`src/sv/dts_pkg.sv`:
```
// ----------------------------------------------------------------------------
// dts_pkg
// Shared types, codes and sizes for the deadline task scheduler.
// ----------------------------------------------------------------------------
package dts_pkg;

  // Default sizes
  localparam int ACTIVE_DEPTH_DEF  = 16;
  localparam int OVERDUE_DEPTH_DEF = 32;
  localparam int TASK_ID_BITS_DEF  = 16;

  // Expired tasks reported per time check
  localparam int RESULT_LIMIT = 16;

  // Command queue depth between front and back
  localparam int QUEUE_DEPTH = 2;

  // Raw kind codes on the input
  localparam logic [2:0] KIND_CREATE    = 3'd0;
  localparam logic [2:0] KIND_DELETE    = 3'd1;
  localparam logic [2:0] KIND_TCHECK    = 3'd2;
  localparam logic [2:0] KIND_READ_ACT  = 3'd3;
  localparam logic [2:0] KIND_READ_LATE = 3'd4;

  // Status codes
  localparam logic [2:0] STAT_OK        = 3'd0;
  localparam logic [2:0] STAT_PREEMPT   = 3'd1;
  localparam logic [2:0] STAT_FULL      = 3'd2;
  localparam logic [2:0] STAT_NOT_FOUND = 3'd3;
  localparam logic [2:0] STAT_RANGE     = 3'd4;

  // Classified operation
  typedef enum logic [2:0] {
    OP_CREATE,
    OP_DELETE,
    OP_TCHECK,
    OP_READ_ACT,
    OP_READ_LATE,
    OP_NONE
  } op_t;

  // Back-end sequencer states
  typedef enum logic [3:0] {
    S_IDLE,
    S_NONE,
    S_CREATE,
    S_DEL_RD,
    S_DEL_CHK,
    S_DEL_DONE,
    S_PICK_RD,
    S_PICK_CHK,
    S_TC_RD,
    S_TC_CHK,
    S_TC_HIT,
    S_TC_END,
    S_RA,
    S_RA_DATA,
    S_RO,
    S_EMIT
  } seq_state_t;

  // One queued command
  typedef struct packed {
    op_t         op;
    logic [15:0] task_id;
    logic [31:0] rel_ms;
    logic [31:0] now_ms;
    logic [4:0]  idx;
  } item_t;

  // One result beat
  typedef struct packed {
    logic [15:0] run_task_id;
    logic        run_valid;
    logic [15:0] demoted_task_id;
    logic [15:0] entry_task_id;
    logic [31:0] entry_created_ms;
    logic [31:0] entry_deadline_ms;
    logic        entry_valid;
    logic [4:0]  active_count;
    logic [15:0] overdue_count;
    logic [31:0] idle_time_ms;
    logic [2:0]  status;
    logic        last;
  } result_t;

endpackage

```
`src/sv/dts_queue.sv`:
```
// ----------------------------------------------------------------------------
// dts_queue
// Short command queue between the front and the back end.
// ----------------------------------------------------------------------------
module dts_queue
  import dts_pkg::*;
(
  input  logic  clk,
  input  logic  rst,
  input  logic  push,
  input  item_t push_item,
  output logic  full,
  input  logic  pop,
  output logic  nonempty,
  output item_t head_item
);

  localparam int QW = (QUEUE_DEPTH > 1) ? $clog2(QUEUE_DEPTH) : 1;
  localparam int CW = $clog2(QUEUE_DEPTH + 1);

  item_t          store [QUEUE_DEPTH];
  logic [QW-1:0]  wr_ptr;
  logic [QW-1:0]  rd_ptr;
  logic [CW-1:0]  count;

  assign full      = (count == CW'(QUEUE_DEPTH));
  assign nonempty  = (count != '0);
  assign head_item = store[rd_ptr];

  // Pointers and fill count
  always_ff @(posedge clk) begin
    if (rst) begin
      wr_ptr <= '0;
      rd_ptr <= '0;
      count  <= '0;
    end else begin
      if (push) begin
        wr_ptr <= (wr_ptr == QW'(QUEUE_DEPTH - 1)) ? '0 : wr_ptr + 1'b1;
      end
      if (pop) begin
        rd_ptr <= (rd_ptr == QW'(QUEUE_DEPTH - 1)) ? '0 : rd_ptr + 1'b1;
      end
      if (push && !pop) begin
        count <= count + 1'b1;
      end else if (pop && !push) begin
        count <= count - 1'b1;
      end
    end
  end

  // Entry storage
  always_ff @(posedge clk) begin
    if (push) begin
      store[wr_ptr] <= push_item;
    end
  end

endmodule

```
`config.mk`:
```
export PLATFORM = sky130hd
export DESIGN_NAME = dts_queue
export DESIGN_NICKNAME = d
export VERILOG_FILES = /design/src/sv/dts_pkg.sv /design/src/sv/dts_queue.sv
export SDC_FILE = /design/constraint.sdc
export NUM_CORES = 1
export LEC_CHECK = 0
export BUFFER_PORTS_ARGS = -buffer_cell sky130_fd_sc_hd__buf_2
export CORE_UTILIZATION = 48
export DETAILED_ROUTE_END_ITERATION = 16
export GPL_TIMING_DRIVEN = 1
export PLACE_DENSITY = 0.72
export SLEW_MARGIN = 20
export SYNTH_ARGS = -nofsm -noshare
export SYNTH_HDL_FRONTEND = slang
export SYNTH_SLANG_ARGS = --single-unit
export TNS_END_PERCENT = 10
```
`constraint.sdc`:
```
create_clock -name clk -period 8 [get_ports clk]
set_input_delay 0.8 -clock clk [delete_from_list [all_inputs] [get_ports clk]]
set_output_delay 0.8 -clock clk [all_outputs]
set_load 0.03 [all_outputs]
```
==> summary.md <==
| Metric | Value |
|---|---|
| Power Dens Cells | `271 mW/mm2` |
| CTS tree | `yes` |
| Diode count | `0` |
| CP Capture Type | `output pin` |
| GP Congestion | `0.711` |
| Slew Limit Fails | `0` |
| Tightest Hold Check Type | `reg -> reg` |
| # fillers | `971` |
| CTS buffer count | `17` |
| Synth unique cells | `17` |
| Hold path depth | `2` |
| Ys Warns | `0` |
| Port Buffer Count | `roughly 180` |
| MaxCap Viol Count | `0` |
| FFs w/ async S/R, synth | `0%` |
| Netlist Area Pre-Place | `0.00663 mm2` |
| Mapped Nets | `approximately 390` |
| Largest net degree at the start of global routing | `62` |
| Setup CP Type | `reg -> out` |
| Setup TNS | `0 ps` |
| Seq/Total Area, Yosys | `81.2%` |
| Vias/cell | `~5.0` |
| Worst-case vdd ir drop | `0.159 mV` |
| Core area | `0.0133 mm2` |
| DP HPWL | `around 7.5 mm` |
| RSZ-0062 raised after global routing | `no` |
| Initial Util | `49.7%` |
| Hold Path Origin | `count[1]` |
| Slew HR | `between 40% and 50%` |
| FF-to-FF Start | `wr_ptr` |
| CTS Hold Bufs | `0` |
| Nets@finish | `582` |
| Commonest cells post-synth | `176 x edfxtp_1, 68 x mux2_2, 20 x mux2_4, 6 x buf_2, 5 x dfxtp_1` |
| Clock Path Buffers | `2` |
| Clock Latency Late Sink | `approximately 420 ps` |
| Initial DRC count | `165` |
| Die area | `0.0143 mm2` |
| Ys flop type | `edfxtp_1` |
| Die X | `about 120 um` |
| Global-route wire length before repair | `17.7 mm` |
| Initial antenna violation count | `0` |
| Mean Syn Cell Area | `22.4 um2` |
| CTS sink count | `~180` |
| Drt pass-1 iters | `4` |
| Leading area contributor after synthesis | `edfxtp_1` |
| Multiplexer area fraction after synthesis | `between 10% and 20%` |
| Post-synthesis simple-gate area fraction | `0.698%` |
| DRC viols | `0` |
| Total routed wirelength | `roughly 11 mm` |
| Setup Fix Bufs, Post-CTS | `0` |
| R2R Setup Slk | `5810 ps` |
| Die Ht | `120 um` |
| H-tree depth | `4` |
| Area Growth Syn to Fin | `25.3%` |
| Startpoint types | `register` |
| Vias in the first global route | `3,568` |
| Critical Path RT | `7200 ps` |
| Grt ovf | `0` |
| Yosys reg bits | `~180` |
| Worst slew pin tran | `822 ps` |
| Fraction of layout cells with a size suffix above 1 | `between 60% and 70%` |
| Min cycle time layout | `3240 ps` |
| Finished Core Util | `62.3%` |
| Adder-Cell Fraction of Synth Area | `less than 1%` |
| Clk_skew | `about 4.6 ps` |
| Yosys top cell area share | `79.7%` |
| # rows | `42` |
| Top-count cell post-synth | `edfxtp_1` |
| Area of placed instances | `approximately 0.0077 mm2` |
| Post-synthesis cell count | `296` |
| R2R Path End | `store[0][32]` |
| Worst reg-to-reg path cell count | `2` |
| Leakage | `3.17 nW` |
| Largest family of logic cells by synthesized area | `multiplexers` |
| Synth Area in XOR/XNOR | `less than 1%` |
| Final hold violations | `0` |
| Avg WL per Cell | `16.9 um` |
| Final setup viols | `0` |
| Post-synth EDFFs | `176` |
| Post-DRT Antenna Nets | `0` |
| Critical path fanouts, max | `46` |
| Status | `completed` |
| Post-cts sizing count | `0` |
| FMAX | `308 MHz` |
| Post-route cell area | `0.00831 mm2` |
| Final period util | `between 40% and 50%` |
| All-Layer GR Usage | `between 15 and 20%` |
| Synth area leaders | `edfxtp_1 80%, mux2_2 12%, mux2_4 4.5%, dfxtp_1 1.5%, buf_6 0.68%` |
| Worst hold endpoint | `count[1]` |
| Clock root cell | `clkbuf_16` |
| Clk slew on worst S/H paths | `60 ps` |
| Compound-cell area share of the yosys netlist | `less than 1%` |
| Worst endpoint data arrival time | `2440 ps` |
| Ports | `182` |
| Vias | `3,362` |
-- sequential cells by signal, indices dropped and copies added (netlist names), named ones only --
register,flops
count,2
rd_ptr,1
store,176
wr_ptr,1
-- metrics by stage --
stage / hold slack (ps) / instances / total power [mW] / setup slack [ps]
2_1_floorplan: 456 / 296 / 1.36 / 2810
3_3_place_gp: 474 / 646 / 1.44 / 5180
3_5_place_dp: 501 / 646 / 1.45 / 5110
4_1_cts: 522 / 678 / 2.27 / 4680
5_1_grt: 542 / 678 / 2.33 / 4590
6_report: 515 / 678 / 2.25 / 4760
-- metal layers --
layer	up-vias	GRT usage [%]	part of all wire, %
met3	12	6.46	8.0
met2	133	27.7	50
li1	1560	-	-
met5	-	0	0
met4	0	7.27	1.3
met1	1657	19.7	41
-- cell usage in the layout (no fill, tap or decap) --
master | synthesis | routed
a21oi_1 | 1 | 1
edfxtp_1 | 176 | 176
clkbuf_16 | 0 | 17
clkinv_1 | 0 | 2
xor2_1 | 2 | 2
and2_4 | 0 | 1
clkbuf_1 | 0 | 1
or2_2 | 1 | 1
buf_4 | 0 | 3
nor2_1 | 4 | 4
or3_1 | 1 | 1
nor2b_1 | 2 | 1
xnor2_1 | 2 | 2
inv_1 | 1 | 1
o21ai_0 | 1 | 1
ha_1 | 1 | 1
clkinv_4 | 0 | 3
clkinv_2 | 0 | 3
buf_2 | 6 | 181
mux2_4 | 20 | 20
mux2_2 | 68 | 68
bufinv_16 | 0 | 3
dfxtp_4 | 0 | 1
nor2b_4 | 0 | 1
dfxtp_1 | 5 | 4
clkinvlp_4 | 0 | 3
-- power breakdown --
part | internal (mW) | switching [mW] | total, mW
clock | 0.488 | 0.333 | 0.821
combinational | 0.111 | 0.188 | 0.299
sequential | 1.11 | 0.0235 | 1.13
-- worst max-delay path by stage --
| stage | cells after the start | end |
|---|---|---|
| floorplan | 1 | store[0][0] |
| detailed placement | 3 | store[0][33] |
| global placement | 3 | head_item[37] |
| global route | 3 | head_item[39] |
| CTS | 3 | head_item[68] |
| finish | 3 | head_item[68] |
-- cell type report --
cell class / instances / area, um2 / area share (%)
timing repair buffer: 184 / 928 / 11.2
clock buffer: 18 / 429 / 5.16
clock inverter: 14 / 161 / 1.94
inverter: 1 / 3.75 / 0.0452
tap: 176 / 220 / 2.65
multi-input combinational: 104 / 1180 / 14.2
sequential: 181 / 5390 / 64.8
-- kinds of logic (layout without fill, tap and decap cells) --
kind of cell / Yosys count / count (layout)
flip-flops: 181 / 181
adder cells (fa/ha/maj): 1 / 1
AND/OR/NAND/NOR: 9 / 9
buffers and inverters: 11 / 217
multiplexers: 88 / 88
XOR/XNOR: 4 / 4
AO/OA/AOI/OAI: 2 / 2
-- critical path: stages, from the launching register on --
cell and delay [ps]:
dfxtp_4 750, buf_4 630, mux2_2 420, buf_2 180
No activity file was read; power rests on OpenSTA's default activity.
